--- src/hw/rtl/hpdd_pkg.sv ---
// Shared types, widths and constants of the heading PID block.
package hpdd_pkg;

   localparam int ANGLE_FRAC_BITS_DEF = 8;
   localparam int INTEGRAL_WIDTH_DEF  = 40;

   localparam int GAIN_W     = 16;
   localparam int BEARING_W  = 17;
   localparam int ROTATION_W = 18;
   localparam int DIST_W     = 16;
   localparam int PULSE_W    = 11;
   localparam int TURN_W     = 16;
   localparam int ERR_W      = 19;
   localparam int DIFF_W     = 20;
   localparam int PROD_E_W   = 35;
   localparam int DERIV_W    = 36;
   localparam int SIDE_W     = 17;
   localparam int PSUM_W     = 23;
   localparam int KI_SHIFT   = 16;
   localparam int CSR_IDX_W  = 3;

   localparam logic signed [GAIN_W-1:0] KP_RESET             = 16'sd256;
   localparam logic signed [GAIN_W-1:0] KI_RESET             = 16'sd0;
   localparam logic signed [GAIN_W-1:0] KD_RESET             = 16'sd0;
   localparam logic        [GAIN_W-1:0] LOOP_PERIOD_RESET    = 16'd6554;
   localparam logic        [GAIN_W-1:0] INVERSE_PERIOD_RESET = 16'd10;
   localparam logic signed [GAIN_W-1:0] FORWARD_SPEED_RESET  = 16'sd16384;
   localparam logic        [GAIN_W-1:0] ARRIVAL_RADIUS_RESET = 16'd30;

   localparam logic signed [SIDE_W-1:0] SIDE_MAX     = 17'sd32768;
   localparam logic signed [SIDE_W-1:0] SIDE_MIN     = -17'sd32768;
   localparam logic signed [PSUM_W-1:0] PULSE_ROUND  = 23'sd16384;
   localparam logic signed [PSUM_W-1:0] PULSE_CENTRE = 23'sd1100;
   localparam int                       PULSE_FRAC   = 15;

   typedef enum logic [CSR_IDX_W-1:0] {
      CSR_KP_GAIN        = 3'd0,
      CSR_KI_GAIN        = 3'd1,
      CSR_KD_GAIN        = 3'd2,
      CSR_LOOP_PERIOD    = 3'd3,
      CSR_INVERSE_PERIOD = 3'd4,
      CSR_FORWARD_SPEED  = 3'd5,
      CSR_ARRIVAL_RADIUS = 3'd6
   } csr_reg_type;

   typedef struct packed {
      logic start;
      logic b_signed;
   } hpdd_mul_ctl_type;

endpackage

--- src/hw/rtl/heading_pid_differential_drive.sv ---
// Heading PID controller with differential-drive mixing to two motor pulse widths.
//
//   channel  direction  handshake              payload
//   req      in         req_valid / req_ready  bearings, compass rotation, distance
//   rsp      out        rsp_valid / rsp_ready  left and right pulse width, turn command
//   csr      in         csr_valid / csr_ready  register index, write data
//
// A request that is acted on passes its five products one after another through one
// bit-serial multiplier, then the ST_SAT and ST_OUT states, before rsp_valid rises.
// A request inside the arrival radius is dropped in its acceptance cycle.
// Synchronous reset restores the register reset values and clears the loop state.
// The result sits in an output register, so the next request is taken while it waits;
// a stalled result holds the sequencer in its final state until rsp_ready.
module heading_pid_differential_drive import hpdd_pkg::*; #(
   parameter int ANGLE_FRAC_BITS = ANGLE_FRAC_BITS_DEF,
   parameter int INTEGRAL_WIDTH  = INTEGRAL_WIDTH_DEF
) (
   input  logic                         clock,
   input  logic                         reset,
   input  logic                         req_valid,
   output logic                         req_ready,
   input  logic [BEARING_W-1:0]         req_target_bearing,
   input  logic [BEARING_W-1:0]         req_north_bearing,
   input  logic signed [ROTATION_W-1:0] req_compass_rotation,
   input  logic [DIST_W-1:0]            req_distance_dm,
   output logic                         rsp_valid,
   input  logic                         rsp_ready,
   output logic [PULSE_W-1:0]           rsp_left_pulse_us,
   output logic [PULSE_W-1:0]           rsp_right_pulse_us,
   output logic signed [TURN_W-1:0]     rsp_turn_command,
   input  logic                         csr_valid,
   output logic                         csr_ready,
   input  logic [CSR_IDX_W-1:0]         csr_index,
   input  logic [GAIN_W-1:0]            csr_data
);

   localparam int IW   = INTEGRAL_WIDTH;
   localparam int AW   = (IW > DERIV_W) ? IW : DERIV_W;
   localparam int PW   = (IW + KI_SHIFT > 52) ? IW + KI_SHIFT : 52;
   localparam int SW   = PW + 4;
   localparam int SUMW = ((IW > PROD_E_W) ? IW : PROD_E_W) + 1;
   localparam int SR   = (ANGLE_FRAC_BITS >= 7) ? ANGLE_FRAC_BITS - 7 : 0;
   localparam int SL   = (ANGLE_FRAC_BITS < 7) ? 7 - ANGLE_FRAC_BITS : 0;

   typedef enum logic [2:0] {
      ST_IDLE, ST_MUL_I, ST_MUL_D, ST_MUL_P, ST_MUL_KD, ST_MUL_KI, ST_SAT, ST_OUT
   } state_type;

   function automatic logic [PULSE_W-1:0] pulse_of(input logic signed [SIDE_W-1:0] side);
      logic signed [PSUM_W-1:0] x;
      logic signed [PSUM_W-1:0] q;
      // 100 * side as 64 + 32 + 4
      x = (PSUM_W'(side) <<< 6) + (PSUM_W'(side) <<< 5) + (PSUM_W'(side) <<< 2)
          + PULSE_ROUND;
      q = (x >>> PULSE_FRAC) + PULSE_CENTRE;
      return q[PULSE_W-1:0];
   endfunction

   logic signed [GAIN_W-1:0] kp_ff, ki_ff, kd_ff, fs_ff;
   logic [GAIN_W-1:0]        lp_ff, inv_ff, radius_ff;

   state_type                state_ff, state_in;
   logic signed [ERR_W-1:0]  e_ff, e_in;
   logic signed [ERR_W-1:0]  last_ff, last_in;
   logic signed [DIFF_W-1:0] diff_ff, diff_in;
   logic signed [IW-1:0]     int_ff, int_in;
   logic signed [DERIV_W-1:0] d_ff, d_in;
   logic signed [SW-1:0]     s_ff, s_in;
   logic signed [TURN_W-1:0] turn_ff, turn_in;
   logic signed [SIDE_W-1:0] l_ff, l_in, r_ff, r_in;
   logic signed [AW-1:0]     mul_a_ff, mul_a_in;
   logic [GAIN_W-1:0]        mul_b_ff, mul_b_in;
   hpdd_mul_ctl_type         mul_ctl_ff, mul_ctl_in;
   logic                     rsp_valid_ff, rsp_valid_in;
   logic [PULSE_W-1:0]       rsp_left_ff, rsp_left_in, rsp_right_ff, rsp_right_in;
   logic signed [TURN_W-1:0] rsp_turn_ff, rsp_turn_in;

   logic [PW-1:0]            mul_prod;
   logic                     mul_done;

   logic signed [DIFF_W-1:0] e_raw;
   logic signed [ERR_W-1:0]  e_sat;
   logic signed [SUMW-1:0]   int_sum;
   logic signed [IW-1:0]     int_sat;
   logic signed [SW-1:0]     s_scaled;
   logic signed [TURN_W-1:0] turn_sat;
   logic signed [SIDE_W-1:0] l_sum, r_sum;

   hpdd_smul #(.AW(AW), .PW(PW)) u_smul (
      .clock (clock),
      .reset (reset),
      .ctl   (mul_ctl_ff),
      .a     (mul_a_ff),
      .b     (mul_b_ff),
      .prod  (mul_prod),
      .done  (mul_done)
   );

   assign csr_ready = 1'b1;

   always_ff @(posedge clock) begin
      if (reset) begin
         kp_ff     <= KP_RESET;
         ki_ff     <= KI_RESET;
         kd_ff     <= KD_RESET;
         lp_ff     <= LOOP_PERIOD_RESET;
         inv_ff    <= INVERSE_PERIOD_RESET;
         fs_ff     <= FORWARD_SPEED_RESET;
         radius_ff <= ARRIVAL_RADIUS_RESET;
      end else if (csr_valid) begin
         case (csr_reg_type'(csr_index))
            CSR_KP_GAIN:        kp_ff     <= $signed(csr_data);
            CSR_KI_GAIN:        ki_ff     <= $signed(csr_data);
            CSR_KD_GAIN:        kd_ff     <= $signed(csr_data);
            CSR_LOOP_PERIOD:    lp_ff     <= csr_data;
            CSR_INVERSE_PERIOD: inv_ff    <= csr_data;
            CSR_FORWARD_SPEED:  fs_ff     <= $signed(csr_data);
            CSR_ARRIVAL_RADIUS: radius_ff <= csr_data;
            default: begin
            end
         endcase
      end
   end

   always_comb begin
      e_raw = $signed({3'b000, req_target_bearing}) - $signed({3'b000, req_north_bearing})
              - DIFF_W'(req_compass_rotation);
      if (e_raw[DIFF_W-1] != e_raw[DIFF_W-2]) begin
         e_sat = e_raw[DIFF_W-1] ? {1'b1, {(ERR_W-1){1'b0}}} : {1'b0, {(ERR_W-1){1'b1}}};
      end else begin
         e_sat = e_raw[ERR_W-1:0];
      end

      int_sum = SUMW'(int_ff) + SUMW'($signed(mul_prod[PROD_E_W-1:0]));
      if ((int_sum[SUMW-1:IW-1] != '0) && (int_sum[SUMW-1:IW-1] != '1)) begin
         int_sat = int_sum[SUMW-1] ? {1'b1, {(IW-1){1'b0}}} : {1'b0, {(IW-1){1'b1}}};
      end else begin
         int_sat = int_sum[IW-1:0];
      end

      s_scaled = (ANGLE_FRAC_BITS >= 7) ? (s_ff >>> SR) : (s_ff <<< SL);
      if ((s_scaled[SW-1:TURN_W-1] != '0) && (s_scaled[SW-1:TURN_W-1] != '1)) begin
         turn_sat = s_scaled[SW-1] ? {1'b1, {(TURN_W-1){1'b0}}}
                                   : {1'b0, {(TURN_W-1){1'b1}}};
      end else begin
         turn_sat = s_scaled[TURN_W-1:0];
      end

      l_sum = SIDE_W'(fs_ff) + SIDE_W'(turn_ff);
      r_sum = SIDE_W'(fs_ff) - SIDE_W'(turn_ff);
   end

   always_comb begin
      state_in     = state_ff;
      e_in         = e_ff;
      last_in      = last_ff;
      diff_in      = diff_ff;
      int_in       = int_ff;
      d_in         = d_ff;
      s_in         = s_ff;
      turn_in      = turn_ff;
      l_in         = l_ff;
      r_in         = r_ff;
      mul_a_in     = mul_a_ff;
      mul_b_in     = mul_b_ff;
      mul_ctl_in   = '{start: 1'b0, b_signed: mul_ctl_ff.b_signed};
      rsp_valid_in = rsp_valid_ff && !rsp_ready;
      rsp_left_in  = rsp_left_ff;
      rsp_right_in = rsp_right_ff;
      rsp_turn_in  = rsp_turn_ff;

      case (state_ff)
         ST_IDLE: begin
            if (req_valid && (req_distance_dm >= radius_ff)) begin
               e_in       = e_sat;
               diff_in    = DIFF_W'(e_sat) - DIFF_W'(last_ff);
               last_in    = e_sat;
               mul_a_in   = AW'(e_sat);
               mul_b_in   = lp_ff;
               mul_ctl_in = '{start: 1'b1, b_signed: 1'b0};
               state_in   = ST_MUL_I;
            end
         end
         ST_MUL_I: begin
            if (mul_done) begin
               int_in     = int_sat;
               mul_a_in   = AW'(diff_ff);
               mul_b_in   = inv_ff;
               mul_ctl_in = '{start: 1'b1, b_signed: 1'b0};
               state_in   = ST_MUL_D;
            end
         end
         ST_MUL_D: begin
            if (mul_done) begin
               d_in       = $signed(mul_prod[DERIV_W-1:0]);
               mul_a_in   = AW'(e_ff);
               mul_b_in   = kp_ff;
               mul_ctl_in = '{start: 1'b1, b_signed: 1'b1};
               state_in   = ST_MUL_P;
            end
         end
         ST_MUL_P: begin
            if (mul_done) begin
               s_in       = SW'($signed(mul_prod));
               mul_a_in   = AW'(d_ff);
               mul_b_in   = kd_ff;
               mul_ctl_in = '{start: 1'b1, b_signed: 1'b1};
               state_in   = ST_MUL_KD;
            end
         end
         ST_MUL_KD: begin
            if (mul_done) begin
               s_in       = s_ff + SW'($signed(mul_prod));
               mul_a_in   = AW'(int_ff);
               mul_b_in   = ki_ff;
               mul_ctl_in = '{start: 1'b1, b_signed: 1'b1};
               state_in   = ST_MUL_KI;
            end
         end
         ST_MUL_KI: begin
            if (mul_done) begin
               s_in     = s_ff + SW'($signed(mul_prod) >>> KI_SHIFT);
               state_in = ST_SAT;
            end
         end
         ST_SAT: begin
            turn_in  = turn_sat;
            state_in = ST_OUT;
         end
         ST_OUT: begin
            l_in = (l_sum > SIDE_MAX) ? SIDE_MAX : ((l_sum < SIDE_MIN) ? SIDE_MIN : l_sum);
            r_in = (r_sum > SIDE_MAX) ? SIDE_MAX : ((r_sum < SIDE_MIN) ? SIDE_MIN : r_sum);
            if (!rsp_valid_ff || rsp_ready) begin
               rsp_left_in  = pulse_of(l_in);
               rsp_right_in = pulse_of(r_in);
               rsp_turn_in  = turn_ff;
               rsp_valid_in = 1'b1;
               state_in     = ST_IDLE;
            end
         end
         default: begin
            state_in = ST_IDLE;
         end
      endcase
   end

   always_ff @(posedge clock) begin
      if (reset) begin
         state_ff     <= ST_IDLE;
         last_ff      <= '0;
         int_ff       <= '0;
         mul_ctl_ff   <= '0;
         rsp_valid_ff <= 1'b0;
      end else begin
         state_ff     <= state_in;
         last_ff      <= last_in;
         int_ff       <= int_in;
         mul_ctl_ff   <= mul_ctl_in;
         rsp_valid_ff <= rsp_valid_in;
      end
      e_ff         <= e_in;
      diff_ff      <= diff_in;
      d_ff         <= d_in;
      s_ff         <= s_in;
      turn_ff      <= turn_in;
      l_ff         <= l_in;
      r_ff         <= r_in;
      mul_a_ff     <= mul_a_in;
      mul_b_ff     <= mul_b_in;
      rsp_left_ff  <= rsp_left_in;
      rsp_right_ff <= rsp_right_in;
      rsp_turn_ff  <= rsp_turn_in;
   end

   assign req_ready          = (state_ff == ST_IDLE);
   assign rsp_valid          = rsp_valid_ff;
   assign rsp_left_pulse_us  = rsp_left_ff;
   assign rsp_right_pulse_us = rsp_right_ff;
   assign rsp_turn_command   = rsp_turn_ff;

endmodule

--- src/hw/rtl/hpdd_smul.sv ---
// Bit-serial shift-add multiplier: one bit of the 16-bit gain operand per cycle.
module hpdd_smul import hpdd_pkg::*; #(
   parameter int AW = 40,
   parameter int PW = 56
) (
   input  logic                 clock,
   input  logic                 reset,
   input  hpdd_mul_ctl_type     ctl,
   input  logic signed [AW-1:0] a,
   input  logic [GAIN_W-1:0]    b,
   output logic [PW-1:0]        prod,
   output logic                 done
);

   localparam int CNT_W = $clog2(GAIN_W);

   logic signed [PW-1:0] a_ff, a_in;
   logic [GAIN_W-1:0]    b_ff, b_in;
   logic [PW-1:0]        acc_ff, acc_in;
   logic [CNT_W-1:0]     cnt_ff, cnt_in;
   logic                 sgn_ff, sgn_in;
   logic                 busy_ff, busy_in;
   logic                 done_ff, done_in;
   logic                 last;
   logic signed [PW-1:0] addend;

   always_comb begin
      last    = (cnt_ff == CNT_W'(GAIN_W - 1));
      addend  = (sgn_ff && last) ? -a_ff : a_ff;
      a_in    = a_ff;
      b_in    = b_ff;
      acc_in  = acc_ff;
      cnt_in  = cnt_ff;
      sgn_in  = sgn_ff;
      busy_in = busy_ff;
      done_in = 1'b0;
      if (ctl.start) begin
         a_in    = PW'(a);
         b_in    = b;
         acc_in  = '0;
         cnt_in  = '0;
         sgn_in  = ctl.b_signed;
         busy_in = 1'b1;
      end else if (busy_ff) begin
         if (b_ff[0]) begin
            acc_in = acc_ff + addend;
         end
         a_in   = a_ff <<< 1;
         b_in   = b_ff >> 1;
         cnt_in = cnt_ff + 1'b1;
         if (last) begin
            busy_in = 1'b0;
            done_in = 1'b1;
         end
      end
   end

   always_ff @(posedge clock) begin
      if (reset) begin
         busy_ff <= 1'b0;
         done_ff <= 1'b0;
         cnt_ff  <= '0;
      end else begin
         busy_ff <= busy_in;
         done_ff <= done_in;
         cnt_ff  <= cnt_in;
      end
      a_ff   <= a_in;
      b_ff   <= b_in;
      acc_ff <= acc_in;
      sgn_ff <= sgn_in;
   end

   assign prod = acc_ff;
   assign done = done_ff;

endmodule

--- config.mk ---
export PLATFORM = sky130hd
export DESIGN_NAME = heading_pid_differential_drive
export DESIGN_NICKNAME = d
export VERILOG_FILES = /design/src/hw/rtl/hpdd_pkg.sv /design/src/hw/rtl/heading_pid_differential_drive.sv /design/src/hw/rtl/hpdd_smul.sv
export SDC_FILE = /design/constraint.sdc
export NUM_CORES = 2
export LEC_CHECK = 0
export CAP_MARGIN = 0
export CORE_ASPECT_RATIO = 0.6
export CORE_MARGIN = 5
export CORE_UTILIZATION = 56
export CTS_BUF_LIST = sky130_fd_sc_hd__clkbuf_8 sky130_fd_sc_hd__clkbuf_16
export DETAILED_ROUTE_END_ITERATION = 7
export DONT_BUFFER_PORTS = 1
export PLACE_DENSITY = 0.79
export SKIP_CTS_REPAIR_TIMING = 1
export SYNTH_ARGS = -nofsm -noshare
export SYNTH_HDL_FRONTEND = slang
export SYNTH_SLANG_ARGS = --single-unit
--- constraint.sdc ---
create_clock -name clock -period 23.9 [get_ports clock]
set_input_delay 4.78 -clock clock [delete_from_list [all_inputs] [get_ports clock]]
set_output_delay 4.78 -clock clock [all_outputs]
set_load 0.005 [all_outputs]
==> insert_results.sql <==
INSERT INTO impl_metrics (metric_group, metric, value, unit) VALUES
('status', 'run_status', 'complete, no violations', ''),
('sta', 'grt_setup_unrepaired', 'no', ''),
('worst_setup_path', 'worst_setup_sp_type', 'primary input', ''),
('logic_synthesis', 'netlist_top_cells_area', 'edfxtp_1, dfxtp_1, ha_1', ''),
('logic_synthesis', 'synth-main-ff-cell', 'edfxtp_1', ''),
('detailed_routing', 'via_count', '31500', ''),
('cts', 'clk_pin_slew', '0.07', 'ns'),
('worst_hold_path', 'hold_path.startpoint', 'radius_ff[14]', ''),
('sta', 'finalSetupViolCount', '0', ''),
('cts', 'clock_tree.buffer_depth', '3', ''),
('logic_synthesis', 'synth_edf_count', '318', ''),
('floorplan', 'core_ar', '0.0667', 'mm2'),
('layout', 'fill_cell_instance_count_of_the_final_layout', '5546', ''),
('power_and_ir_drop', 'power_per_cell_area', '81.8', 'mW/mm2'),
('placement', 'numPlacedInstances', '4981', ''),
('worst_hold_path', 'hold-path-cell-count', '2', ''),
('worst_hold_path', 'hold_path.class', 'flip-flop to flip-flop', ''),
('placement', 'io_buffers', '0', ''),
('worst_setup_path', 'arrival', '10.37', 'ns'),
('global_route', 'maximum_number_of_pins_on_one_net_before_global_route_repair', '130', ''),
('placement', 'dp_hpwl', '75000', 'um'),
('logic_synthesis', 'yosysWarnings', '0', ''),
('cts', 'cts_root_buf', 'clkbuf_16', ''),
('layout', 'design.final.nets', '4583', ''),
('layout', 'utilization', '60.7', '%'),
('sta', 'worst_slew_pin_slew', '1.25', 'ns'),
('global_route', 'number_of_global_route_vias_before_repair', '29000', ''),
('worst_setup_path', 'r2r.worst_path.cells', '25', ''),
('sta', 'max_slew_margin', '14.4', '%'),
('global_route', 'global_route.overflow_total', '0', ''),
('sta', 'layout_setup_ws', '13.99', 'ns'),
('run', 'maxCapViolCount', '0', ''),
('sta', 'period_minus_slack', '9.91', 'ns'),
('worst_setup_path', 'criticalPathCategory', 'primary input to flip-flop', ''),
('global_route', 'grt_antenna_before_repair', '0', ''),
('global_route', 'grtUsageMet2', '36.9', '%'),
('layout', 'syn2layout_area_growth', '6.67', '%'),
('worst_hold_path', 'worst_hold_path.endpoint', 'radius_ff[14]', ''),
('cts', 'numCtsBuffers', '52', ''),
('power_and_ir_drop', 'total_leakage_power', '16.8', 'nW'),
('detailed_routing', 'final_antenna_net_count', '0', ''),
('sta', 'timing.final.crit_share', '41.5', '%'),
('detailed_routing', 'detail_route.first_pass.iterations', '6', ''),
('floorplan', 'dieArea', '0.0732', 'mm2'),
('global_route', 'grt.met1_usage', '41.6', '%'),
('global_route', 'grt_most_used_layer', 'met1', ''),
('detailed_routing', 'routed_via_density', '6.20', ''),
('floorplan', 'top_level_ports', '133', ''),
('logic_synthesis', 'syn_inst', '4233', ''),
('layout', 'layout-drive-gt1-share', '6.51', '%'),
('worst_setup_path', 'reg2reg_setup_slack', '16.00', 'ns'),
('logic_synthesis', 'synth_top_area_share', '25.2', '%'),
('detailed_routing', 'drt-initial-drc-count', '3502', ''),
('logic_synthesis', 'synth.cells.most_frequent', 'nand2_1, a21oi_1, edfxtp_1, ha_1, inv_1', ''),
('logic_synthesis', 'synth_async_sr_flop_share', '0', '%'),
('placement', 'place_area', '0.0387', 'mm2'),
('cts', 'tritoncts', 'built', ''),
('layout', 'ff_latch_area', '0.0143', 'mm2'),
('floorplan', 'initial_utilization', '56.9', '%'),
('worst_setup_path', 'timing.critical_path.required', '24.35', 'ns'),
('sta', 'tns', '0', 'ns'),
('global_route', 'grt_util_met3', '7.25', '%'),
('floorplan', 'core.rowCount', '73', ''),
('worst_setup_path', 'critical_path.max_fanout', '4', ''),
('worst_setup_path', 'worst_r2r_endpoint', 'rsp_left_pulse_us[7]', ''),
('sta', 'f_max', '101', 'MHz'),
('logic_synthesis', 'ys_types', '84', ''),
('logic_synthesis', 'synthMostInstantiatedCell', 'nand2_1', ''),
('logic_synthesis', 'synth.ff_latch_count', '557', ''),
('sta', 'final.setup_skew', '0.0248', 'ns'),
('logic_synthesis', 'synth-seq-area-share', '37.8', '%');
[state kept, by name (all words and copies together) (netlist names), 4 cells and up]
name and flops:
u_smul.a_ff 56, d_ff 36, kp_ff 16, rsp_left_pulse_us 11, int_ff 40, turn_ff 16
mul_b_ff 16, e_ff 19, inv_ff 16, rsp_turn_command 16, u_smul.prod 56, mul_a_ff 40
diff_ff 20, last_ff 19, u_smul.b_ff 16, s_ff 60, lp_ff 16, rsp_right_pulse_us 11
u_smul.cnt_ff 4, ki_ff 16, radius_ff 16, fs_ff 16, kd_ff 16
[critical path, cell delays in order]
cell	delay, ns
inv_1	0.03
ha_1	0.17
inv_1	0.06
fa_1	0.40
a21o_1	0.20
a21oi_1	0.22
o21ai_0	0.12
a21oi_1	0.25
o21ai_0	0.14
a21oi_1	0.24
o21ai_0	0.17
a21oi_1	0.24
o21ai_0	0.11
a21oi_1	0.29
o21ai_0	0.12
a21oi_1	0.18
xnor2_1	0.08
ha_1	0.33
nand3_1	0.11
a211oi_1	0.38
nor2_1	0.09
o311ai_0	0.22
inv_1	0.14
ha_1	0.24
or3_1	0.37
o31ai_1	0.33
nor3b_1	0.10
a211oi_1	0.24
[power breakdown]
part | leakage [nW] | internal (mW) | total [mW] | switching, mW
Combinational | 11.0 | 0.500 | 1.19 | 0.688
Clock | 0.901 | 0.464 | 0.859 | 0.394
Sequential | 4.89 | 1.14 | 1.26 | 0.120
Total | 16.8 | 2.11 | 3.31 | 1.20
[worst max-delay path by stage]
stage,start,end,slack (ns)
6_report,req_target_bearing[0],diff_ff[19],13.99
3_3_place_gp,req_target_bearing[0],diff_ff[19],13.52
4_1_cts,req_target_bearing[0],diff_ff[19],14.08
3_5_place_dp,req_target_bearing[0],diff_ff[19],13.43
5_1_grt,req_target_bearing[0],diff_ff[19],13.32
2_1_floorplan,req_distance_dm[0],mul_a_ff[0],13.11
[area by class of cell]
class,instances,share of cell area [%]
clock buffer,62,3.64
clock inverter,35,0.677
inverter,262,2.43
multi-input combinational,3220,54.3
sequential,557,35.4
tap,900,2.78
timing repair buffer,42,0.779
[logic make-up (layout without fill, tap and decap cells)]
kind of cell	count (synthesis)	in the layout	synth area share, %
AOI/OAI and AO/OA	1168	1168	19.3
xor gates and xnor gates	272	272	6.28
adders and majority gates	394	394	13.5
buffers and inverters	456	401	4.58
DFF	557	557	37.8
muxes	113	113	3.30
other	1	1	0.00989
and+or+nand+nor	1272	1272	15.3
[per-layer routing]
metal,up-vias,part of all wire (%)
li1,15000,-
met1,14800,47
met2,1512,39
met3,167,12
met4,2,2.3
met5,-,0.092
[placed cells by master (no fill, tap or decap), types with 33 or more instances in the layout]
cell type / netlist / routed
maj3_1: 38 / 38
nor3_1: 74 / 74
a31oi_1: 33 / 33
nand2b_1: 36 / 35
a21o_1: 144 / 144
dfxtp_1: 239 / 238
nor2_1: 208 / 206
ha_1: 318 / 318
xor2_1: 95 / 94
inv_1: 262 / 272
fa_1: 38 / 38
nand4_1: 45 / 45
nand2_1: 597 / 595
nor2b_1: 44 / 43
mux2_2: 92 / 92
nand3_1: 105 / 105
o21ai_0: 249 / 248
clkbuf_16: 0 / 55
a22oi_1: 83 / 83
buf_4: 3 / 42
edfxtp_1: 318 / 318
a21oi_1: 399 / 399
xnor2_1: 177 / 177
(Power assumes the default switching activity.)
